--- src/rtl/dcs_pkg.sv ---
// ----------------------------------------------------------------------------
// dcs_pkg
// Shared widths, types and the controller/datapath command and status groups
// of the difference constraint solver.
// ----------------------------------------------------------------------------
package dcs_pkg;

  localparam int MAX_VARS  = 32;
  localparam int MAX_CONS  = 256;
  localparam int DIFF_W    = 16;
  localparam int VAR_W     = $clog2(MAX_VARS);
  localparam int CNT_W     = 6;
  localparam int ADDR_W    = $clog2(MAX_CONS);
  localparam int SCOUNT_W  = ADDR_W + 1;
  localparam int OUT_W     = 20;
  // Working values may grow well past the reported range while a positive
  // cycle is being chased, so they are kept wider than the result field.
  localparam int VAL_W     = 30;
  localparam logic [OUT_W-1:0] VALUE_MAX = {OUT_W{1'b1}};

  typedef struct packed {
    logic [VAR_W-1:0]        target;
    logic [VAR_W-1:0]        source;
    logic signed [DIFF_W-1:0] diff;
  } dcs_entry_t;

  typedef enum logic [3:0] {
    S_IDLE,
    S_START,
    S_PASS,
    S_READ,
    S_EVAL,
    S_FAIL,
    S_EMIT,
    S_LOAD,
    S_HOLD
  } dcs_state_t;

  typedef struct packed {
    logic take;
    logic solve_init;
    logic next_pass;
    logic cons_rd;
    logic skip;
    logic val_rd;
    logic relax;
    logic out_rd;
    logic out_load;
    logic out_fail;
    logic out_next;
    logic finish;
  } dcs_cmd_t;

  typedef struct packed {
    logic cons_done;
    logic changed;
    logic pass_last;
    logic idx_bad;
    logic held_last;
  } dcs_sts_t;

endpackage

--- src/rtl/dcs_ctrl.sv ---
// ----------------------------------------------------------------------------
// dcs_ctrl
// Sequencer for loading, relaxation passes and result delivery.
// ----------------------------------------------------------------------------
module dcs_ctrl (
  input  logic              clk,
  input  logic              rst,
  input  logic              in_valid,
  input  logic              in_last,
  output logic              in_ready,
  input  logic              out_ready,
  output logic              out_valid,
  input  dcs_pkg::dcs_sts_t sts,
  output dcs_pkg::dcs_cmd_t cmd
);
  import dcs_pkg::*;

  dcs_state_t state, state_next;

  always_ff @(posedge clk) begin
    if (rst) begin
      state <= S_IDLE;
    end else begin
      state <= state_next;
    end
  end

  always_comb begin
    state_next = state;
    cmd        = '0;
    in_ready   = 1'b0;
    out_valid  = 1'b0;
    case (state)
      S_IDLE: begin
        in_ready = 1'b1;
        if (in_valid) begin
          cmd.take = 1'b1;
          if (in_last) begin
            state_next = S_START;
          end
        end
      end
      S_START: begin
        cmd.solve_init = 1'b1;
        state_next     = S_PASS;
      end
      S_PASS: begin
        if (sts.cons_done) begin
          if (!sts.changed) begin
            state_next = S_EMIT;
          end else if (sts.pass_last) begin
            state_next = S_FAIL;
          end else begin
            cmd.next_pass = 1'b1;
          end
        end else begin
          cmd.cons_rd = 1'b1;
          state_next  = S_READ;
        end
      end
      S_READ: begin
        if (sts.idx_bad) begin
          cmd.skip   = 1'b1;
          state_next = S_PASS;
        end else begin
          cmd.val_rd = 1'b1;
          state_next = S_EVAL;
        end
      end
      S_EVAL: begin
        cmd.relax  = 1'b1;
        state_next = S_PASS;
      end
      S_FAIL: begin
        cmd.out_fail = 1'b1;
        state_next   = S_HOLD;
      end
      S_EMIT: begin
        cmd.out_rd = 1'b1;
        state_next = S_LOAD;
      end
      S_LOAD: begin
        cmd.out_load = 1'b1;
        state_next   = S_HOLD;
      end
      S_HOLD: begin
        out_valid = 1'b1;
        if (out_ready) begin
          if (sts.held_last) begin
            cmd.finish = 1'b1;
            state_next = S_IDLE;
          end else begin
            cmd.out_next = 1'b1;
            state_next   = S_EMIT;
          end
        end
      end
      default: begin
        state_next = S_IDLE;
      end
    endcase
  end

  a_last_starts_solve: assert property (@(posedge clk) disable iff (rst)
    (state == S_IDLE && in_valid && in_last) |=> state == S_START)
    else $error("final constraint did not start a solve");

  a_fail_on_last_pass: assert property (@(posedge clk) disable iff (rst)
    (state == S_PASS && sts.cons_done && sts.changed && sts.pass_last)
    |=> state == S_FAIL)
    else $error("change in final pass did not flag an unsolvable system");

  a_hold_until_taken: assert property (@(posedge clk) disable iff (rst)
    (state == S_HOLD && !out_ready) |=> state == S_HOLD)
    else $error("result left before it was taken");

endmodule

--- config.mk ---
export PLATFORM = sky130hd
export DESIGN_NAME = dcs_ctrl
export DESIGN_NICKNAME = d
export VERILOG_FILES = /design/src/rtl/dcs_pkg.sv /design/src/rtl/dcs_ctrl.sv
export SDC_FILE = /design/constraint.sdc
export NUM_CORES = 1
export LEC_CHECK = 0
export ABC_AREA = 0
export BUFFER_PORTS_ARGS = -buffer_cell sky130_fd_sc_hd__buf_2
export CAP_MARGIN = 15
export CORE_AREA = 3 3 40 42
export CTS_CLUSTER_DIAMETER = 40
export DETAILED_ROUTE_END_ITERATION = 10
export DIE_AREA = 0 0 43 45
export SLEW_MARGIN = 20
export SYNTH_ARGS = -nofsm -noshare
export SYNTH_HDL_FRONTEND = slang
export SYNTH_SLANG_ARGS = --single-unit
export TNS_END_PERCENT = 30
--- constraint.sdc ---
create_clock -name clk -period 1.9 [get_ports clk]
set_clock_uncertainty 0.15 [all_clocks]
set_input_delay 0.285 -clock clk [delete_from_list [all_inputs] [get_ports clk]]
set_output_delay 0.285 -clock clk [all_outputs]
set_load 0.01 [all_outputs]
==> run summary, run 1 <==
Status = complete, no violations
FILL cells = 132
Synth top area cells = dfxtp_1 19%, nor3_1 7.0%, nand2b_1 5.8%
CTS Buf Count = 3
ANT nets after route = 0
Tcrit/Tclk final = 96.6%
Average wire per standard cell = 11.1 um
Yosys top cell by area = dfxtp_1
PD cells = 472 nW/um^2
Seq/Total Area, Yosys = 18.6%
Most flops, register = state
Top-area cell type share of the netlist area = 18.6%
Largest net degree at the start of global routing = 13
Worst skew pair latency = 240 ps
Core area = 1280 sq um
Fmax = 545 MHz
DR vias/cell = 4.95
Setup crit end = cmd[9]
Clock Tree Root = clkbuf_4
DRC = 0
Sequential power share = 35.6%
Max Cap Violations = 0
Final worst slack = 64.2 ps
Yosys cell types = 32
Slew margin rel. = 77.1%
Number of flip-flops in the largest register = 4
First-pass GRT wire length = 1910 um
PortBufs = 23
Non-Filler Instances = 98
Vias in the first global route = 455
Clock power share = 38.2%
Synth Warn # = 0
Worst Path Max Fanout = 9
Via count = 485
Num ports = 24
Worst setup path class = flip-flop to primary output
Metal3 WL = 77 um
DP HPWL = 892 um
Initial antenna violation count = 0
RSZ-0062 raised after global routing = no
Reg2reg end = state[0]
Setup WS pre-CTS = 201 ps
Htree depth = 1
Row Count = 13
Crit path from = state[2]
Combinational Power Share = 26.2%
Crit start category = flip-flop
CTS max path bufs = 2
Die Area = 1940 sq um
Fin crit period = 1840 ps
Synth Cell Area = 430 sq um
Wl on met1 = 520 um
Net Sw Power = 0.0855 mW
Worst Hold Margin = 182 ps
Syn avg cell area = 7.55 sq um
Gpl congestion = 0.744
CTS Sinks = 4
CP arrival = 1400 ps
Count leader, synth = nor3_1
CTS tree = yes
Grt ovf = 0
FF-to-FF Start = state[2]
Starting Density = 33.5%
Initial DRC count = 4
Biggest regs = state x4
Total setup buffers inserted after CTS = 0
Worst-Margin Slew = 342 ps
Syn_nets = 67
GRT Util Overall = 12.5%
Die X = 43 um
Clock-pin slew on the worst setup and hold paths = 40 ps
Static leakage = 0.293 nW
1st-pass router iterations = 2
Met2 WL = 470 um
Nets@finish = 95
Commonest register cell after synthesis = dfxtp_1
Antenna Cells = 0
Die Span Y = 45 um
Syn Inst Count = 57
Internal power = 0.195 mW
Final-report setup violation count = 0
WP data required = 1460 ps
Asr flop ratio synth = 0%
Area Overhead vs Synth = 38.1%
CP Capture Type = primary output
Share of cells above drive strength 1 = 45.8%
Seq cells post-synth = 4
FF-to-FF path depth = 4
Hold Crit Class = input port to flip-flop
R2R setup slack = 250 ps
Final Hold Fails = 0
Max-slew violation count = 0
Placed insts = 95
Max Used Layer = met4
Post-synth EDFFs = 0
Post-synth top cells = 6 x nor3_1, 5 x inv_1, 5 x nor2_1
Switching share of total power = 30.5%
Drt total wl = 1090 um
Max VDD drop = 207 uV
TNS Setup = 0 ps
==> worst min path at each step <==
stage	start	end	slack [ps]	cells past startpoint
final	rst	state[1]	180	3
after global routing	rst	state[1]	200	3
after CTS	rst	state[1]	180	3
after detailed placement	rst	state[1]	440	3
after global placement	rst	state[1]	430	3
after floorplan	rst	state[1]	310	2
==> layout make-up <==
cell class / instances / area, sq um / area share (%)
clock buffer: 3 / 22.5 / 3.79
inverter: 5 / 18.8 / 3.16
multi-input combinational: 44 / 307 / 51.6
sequential: 4 / 82.6 / 13.9
tap: 15 / 18.8 / 3.16
timing repair buffer: 27 / 145 / 24.4
==> power groups by stage <==
stage | clock (mW) | combinational, mW | sequential (mW)
3_3_place_gp | 0 | 0.0744 | 0.100
3_5_place_dp | 0 | 0.0745 | 0.100
2_1_floorplan | 0 | 0.0529 | 0.0920
5_1_grt | 0.112 | 0.0829 | 0.101
6_report | 0.107 | 0.0736 | 0.0998
4_1_cts | 0.109 | 0.0748 | 0.0991
==> layout by cell type, fill, tap and decap left out, types with 2 or more instances in the layout <==
| master | netlist | layout |
|---|---|---|
| buf_2 | 2 | 23 |
| nor3_1 | 6 | 6 |
| nor2_1 | 5 | 5 |
| inv_1 | 5 | 5 |
| nand2b_1 | 4 | 4 |
| nand2_1 | 4 | 4 |
| buf_4 | 0 | 4 |
| clkbuf_4 | 0 | 3 |
| o21ai_0 | 2 | 2 |
| nor2b_1 | 2 | 2 |
| dfxtp_2 | 0 | 2 |
| dfxtp_1 | 4 | 2 |
==> metal layers <==
layer,up-vias,global-route usage [%]
met3,2,0.797
met4,0,5.42
li1,256,-
met2,17,20.4
met5,-,0
met1,210,17.1
==> worst max-delay path, stage by stage (launching register included) <==
cell     delay [ps]
dfxtp_1         390
or2_4           320
nor4_4          280
buf_2           170
==> stage by stage <==
step                      util [%]  cell area [sq um]  power (mW)
after floorplan                  -                430       0.145
after global placement        44.3                569       0.174
after detailed placement      44.3                569       0.175
after CTS                     46.2                593       0.283
after global routing          46.3                594       0.297
final                         46.3                594       0.281
==> cells by family after synthesis <==
kind of cell	Yosys count	share of synthesized area (%)
simple gates	34	52.0
compound gates	10	19.2
buf+inv	9	10.2
flops	4	18.6
==> what timing repair did <==
action,CTS,global route
setup endpoints to repair,2,3
hold buffers,0,0
hold endpoints to repair,0,0
gates resized for setup,1,1
Power figures use the tool's default switching activity.
==> run 2, diff against run 1 <==
Clock period 1.9 ns to 2 ns, I/O delays scaled along.
==> run 2 against run 1 <==
Against the previous run:
- via count grew 1.0%
- clock power shrank 4%
- first-iteration DRC count grew 50%
- non-clock buffer count shrank 1
- die area is the same
- sequential share of layout area shrank 0.19 points
- utilization shrank 0.78 points
- sequential cell count is the same
- register-to-register slack gained 60 ps
==> run summary, run 2 (synthesis gave the netlist of run 1 again) <==
Fin crit period = 1870 ps
Biggest regs = state x4 (unchanged)
Row Count = 13 (unchanged)
Max Cap Violations = 0 (unchanged)
Hold Crit Class = input port to flip-flop (unchanged)
Crit path from = state[1] (was state[2])
CP arrival = 1420 ps (was 1400 ps)
Static leakage = 0.287 nW (was 0.293 nW)
Setup crit end = cmd[0] (was cmd[9])
Area Overhead vs Synth = 35.8% (was 38.1%)
Clock Tree Root = clkbuf_4 (unchanged)
DRC = 0 (unchanged)
Reg2reg end = state[0] (unchanged)
Die Area = 1940 sq um (unchanged)
Largest net degree at the start of global routing = 13 (unchanged)
Placed insts = 94 (was 95)
Non-Filler Instances = 97 (was 98)
Most flops, register = state (unchanged)
First-pass GRT wire length = 1860 um (was 1910 um)
Hold path startpoint = rst (unchanged)
Worst skew pair latency = 240 ps (about the same)
Most frequent cells in the layout = 23 x buf_2, 6 x nor3_1, 5 x nor2_1, 5 x inv_1 (unchanged)
Die Span Y = 45 um (unchanged)
GRT Util Overall = 12.4% (was 12.5%)
Average wire per standard cell = 11.3 um (was 11.1 um)
Gpl congestion = 0.737 (was 0.744)
RSZ-0062 raised after global routing = no (unchanged)
CTS Sinks = 4 (unchanged)
Final-report setup violation count = 0 (unchanged)
Worst setup path class = flip-flop to primary output (unchanged)
Num ports = 24 (unchanged)
Die X = 43 um (unchanged)
Worst path slowest cell = nor4b_2 (was dfxtp_1)
Max-slew violation count = 0 (unchanged)
Core area = 1280 sq um (unchanged)
TNS Setup = 0 ps (unchanged)
Post-layout util = 45.5% (was 46.3%)
Fmax = 534 MHz
Max VDD drop = 319 uV (was 207 uV)
DR vias/cell = 5.05 (was 4.95)
Number of flip-flops in the largest register = 4 (unchanged)
Post-cts resize count = 0 (was 1)
Final Hold Fails = 0 (unchanged)
FF-to-FF path depth = 4 (unchanged)
CP Capture Type = primary output (unchanged)
Nets@finish = 94 (was 95)
Slowest stage delay, CP = 470 ps (was 390 ps)
FF-to-FF Start = state[0] (was state[2])
Grt ovf = 0 (unchanged)
Starting Density = 33.5% (unchanged)
CTS Buf Count = 3 (unchanged)
CTS Hold Buffers Added = 0 (unchanged)
CTS max path bufs = 2 (unchanged)
FILL cells = 135 (was 132)
Status = complete, no violations (unchanged)
Via count = 490 (was 485)
1st-pass router iterations = 4 (was 2)
Initial DRC count = 6 (was 4)
Slew margin rel. = 72.4% (was 77.1%)
Worst-Margin Slew = 413 ps (was 342 ps)
PortBufs = 23 (unchanged)
Drt total wl = 1100 um (was 1090 um)
Total setup buffers inserted after CTS = 0 (unchanged)
Antenna Cells = 0 (unchanged)
Share of cells above drive strength 1 = 42.7% (was 45.8%)
Initial antenna violation count = 0 (unchanged)
R2R setup slack = 310 ps (was 250 ps)
CTS tree = yes (unchanged)
Tcrit/Tclk final = 93.6%
Htree depth = 1 (unchanged)
Most common library cell in the layout ignoring fill and taps = buf_2 (unchanged)
Worst Path Max Fanout = 8 (was 9)
Clock-pin slew on the worst setup and hold paths = 40 ps (about the same)
ANT nets after route = 0 (unchanged)
PD cells = 456 nW/um^2 (was 472 nW/um^2)
Vias in the first global route = 442 (was 455)
Crit path cell chain = nor4b_2, and3_1, buf_2 (was or2_4, nor4_4, buf_2)
Crit start category = flip-flop (unchanged)
WP data required = 1550 ps (was 1460 ps)
DP HPWL = 901 um (was 892 um)
-- run 2: changes by cell type in the layout (fill, tap and decap cells not counted) --
cell     change
dfxtp_1      +2
dfxtp_2      -2
buf_4        -1
-- run 2: worst min path at each step --
| stage | to | slack (ps) | cells past startpoint |
|---|---|---|---|
| floorplan | state[1] | 330 | 2 |
| global placement | state[1] | 440 | 3 |
| detailed placement | state[1] | 450 | 3 |
| CTS | state[1] | 190 | 3 |
| global route | state[1] | 210 | 3 |
| finish | state[1] | 200 | 3 |
-- run 2: layout make-up --
cell class,count,area (sq um),share of cell area [%]
flip-flops and latches,4,80.1,13.7
multi-input cells,44,307,52.5
inverters,5,18.8,3.21
well taps,15,18.8,3.21
repair buffers,26,138,23.6
clock buffers,3,22.5,3.85
-- run 2: per-stage QoR --
| step | area (sq um) | total power [mW] | hold WS (ps) | setup WS (ps) |
|---|---|---|---|---|
| global route | 584 | 0.284 | 209 | 12.6 |
| global placement | 562 | 0.166 | 444 | 351 |
| CTS | 584 | 0.271 | 195 | 114 |
| floorplan | 430 | 0.138 | 327 | 294 |
| finish | 584 | 0.267 | 198 | 128 |
| detailed placement | 562 | 0.166 | 446 | 299 |
-- run 2: worst max-delay path: cells and delay by family, from the launching register on --
kind,cells,cell delay (ps)
buffers and inverters,1,120
and+or+nand+nor,2,680
DFF,1,390
-- run 2: power by group --
part           switching [mW]  internal [mW]
Combinational          0.0369         0.0337
Clock                  0.0355         0.0673
Sequential            0.00973         0.0835
-- run 2: metal layers --
layer	vias up	wire [um]	track usage (%)
li1	253	-	-
met1	216	502	16.1
met2	21	500	19.5
met3	0	96	4.38
met4	0	0	3.61
met5	-	0	0
==> run 3, diff against run 2 <==
Settings changed: CORE_AREA 3 3 40 42 to unset, CORE_MARGIN set to 3, CORE_UTILIZATION set to 30, DIE_AREA 0 0 43 45 to unset.
==> run 3 against run 2 <==
Against the previous run:
- utilization down 0.84 points
- via count is 1.6% lower
- total power down 1.3%
- combinational power fell by 1%
- final area is 0.64% higher
- first-iteration DRC count is 120% higher
- global-route usage decreased by 0.16 points
- die area decreased by 0.52%
- setup slack worse by 22 ps
- clock power shrank 5%
- hold slack improved by 2.8 ps
- largest power group unchanged
- highest routed layer unchanged
==> run summary, run 3 (synthesis gave the netlist of run 1 again) <==
Worst-Margin Slew = 384 ps (was 413 ps)
Slowest stage delay, CP = 410 ps (was 470 ps)
Total setup buffers inserted after CTS = 0 (unchanged)
DR vias/cell = 5.02 (was 5.05)
WP data required = 1550 ps (about the same)
Number of flip-flops in the largest register = 4 (unchanged)
Antenna Cells = 0 (unchanged)
CTS Sinks = 4 (unchanged)
Worst path top cell family by delay = simple AND/OR/NAND/NOR gates (unchanged)
PortBufs = 23 (unchanged)
CTS Hold Buffers Added = 0 (unchanged)
Clock Tree Root = clkbuf_4 (unchanged)
Static leakage = 0.284 nW (was 0.287 nW)
CP arrival = 1440 ps (was 1420 ps)
Most common library cell in the layout ignoring fill and taps = buf_2 (unchanged)
GRT Util Overall = 12.2% (was 12.4%)
Die Area = 1930 sq um (was 1940 sq um)
DP HPWL = 914 um (was 901 um)
DRC = 0 (unchanged)
Nets@finish = 93 (was 94)
Max-slew violation count = 0 (unchanged)
Pwr Total = 0.263 mW (was 0.267 mW)
Biggest regs = state x4 (unchanged)
Worst setup path class = flip-flop to primary output (unchanged)
Clock-pin slew on the worst setup and hold paths = 40 ps (about the same)
CTS max path bufs = 2 (unchanged)
Gpl congestion = 0.784 (was 0.737)
Crit start category = flip-flop (unchanged)
Average wire per standard cell = 11.2 um (was 11.3 um)
Die Span Y = 43.9 um (was 45 um)
Share of cells above drive strength 1 = 44.4% (was 42.7%)
ANT nets after route = 0 (unchanged)
CP Capture Type = primary output (unchanged)
Worst path slowest cell = dfxtp_1 (was nor4b_2)
Worst Path Max Fanout = 9 (was 8)
Max VDD drop = 245 uV (was 319 uV)
Final Hold Fails = 0 (unchanged)
CTS Buf Count = 3 (unchanged)
Drt total wl = 1080 um (was 1100 um)
First-pass GRT wire length = 1770 um (was 1860 um)
Core area = 1320 sq um (was 1280 sq um)
Starting Density = 32.7% (was 33.5%)
Post-cts resize count = 0 (unchanged)
Dpl cell area = 554 sq um (was 562 sq um)
Vias in the first global route = 407 (was 442)
RSZ-0062 raised after global routing = no (unchanged)
Initial antenna violation count = 0 (unchanged)
Slew margin rel. = 74.4% (was 72.4%)
Max Cap Violations = 0 (unchanged)
Status = complete, no violations (unchanged)
CP bufs+invs = 1 (unchanged)
TNS Setup = 0 ps (unchanged)
Htree depth = 1 (unchanged)
Via count = 482 (was 490)
Worst skew pair latency = 230 ps (was 240 ps)
1st-pass router iterations = 2 (was 4)
Most frequent cells in the layout = 23 x buf_2, 6 x nor3_1, 5 x nor2_1, 5 x inv_1 (unchanged)
Final instance area = 588 sq um (was 584 sq um)
Fin crit period = 1890 ps (was 1870 ps)
Tcrit/Tclk final = 94.7% (was 93.6%)
Initial DRC count = 13 (was 6)
Most flops, register = state (unchanged)
Area Overhead vs Synth = 36.6% (was 35.8%)
Num ports = 24 (unchanged)
Row Count = 13 (unchanged)
CTS tree = yes (unchanged)
Crit path cell chain = or2_4, nor4_4, buf_2 (was nor4b_2, and3_1, buf_2)
Fmax = 528 MHz (was 534 MHz)
Grt ovf = 0 (unchanged)
Hold Crit Class = input port to flip-flop (unchanged)
Final-report setup violation count = 0 (unchanged)
PD cells = 447 nW/um^2 (was 456 nW/um^2)
Die X = 43.9 um (was 43 um)
Largest net degree at the start of global routing = 13 (unchanged)
-- run 3: cell types whose count changed in the layout (fill, tap and decap cells not counted) --
cell / previous run / this run
nor4b_4: 0 / 1
buf_4: 3 / 2
dfxtp_1: 4 / 2
nor4b_2: 1 / 0
dfxtp_2: 0 / 2
-- run 3: cell type report --
| cell class | count | area [sq um] |
|---|---|---|
| repair buffers | 25 | 130 |
| flip-flops and latches | 4 | 82.6 |
| inverters | 5 | 18.8 |
| well taps | 15 | 18.8 |
| fillers | 135 | 729 |
| multi-input cells | 44 | 315 |
| clock buffers | 3 | 22.5 |
-- run 3: routing by layer --
metal | routed length (um) | vias to the layer above | track usage [%] | part of all wire [%]
met1 | 493 | 216 | 15.3 | 46
met4 | 0 | 0 | 3.61 | 0
li1 | - | 254 | - | -
met5 | 0 | - | 0 | 0
met3 | 68 | 0 | 5.39 | 6.3
met2 | 514 | 12 | 18.9 | 48
-- run 3: final timing paths --
check,endpoint,depth (start not counted),slack [ps],startpoint
setup / recovery,cmd[9],3,110,state[2]
hold / removal,state[1],3,200,rst
setup reg to reg,state[0],4,230,state[3]
hold reg to reg,state[0],1,440,state[0]
-- run 3: per-stage QoR --
stage | std cells | hold slack, ps | setup slack [ps] | utilization [%]
6_report | 96 | 201 | 106 | 44.6
5_1_grt | 96 | 202 | 13.0 | 44.6
2_1_floorplan | 57 | 327 | 294 | -
3_5_place_dp | 93 | 444 | 254 | 42.1
4_1_cts | 96 | 204 | 35.7 | 43.8
3_3_place_gp | 93 | 452 | 300 | 42.1
-- run 3: report_power, final --
group	switching (mW)	total (mW)	internal [mW]
Combinational	0.0369	0.0696	0.0327
Sequential	0.0113	0.0956	0.0844
Clock	0.0309	0.0979	0.0670
Total	0.0791	0.263	0.184
-- run 3: tightest hold or removal path: cells and delay by family --
family | cells | cell delay (ps)
compound gates | 1 | 50
simple gates | 1 | 100
buf+inv | 1 | 90
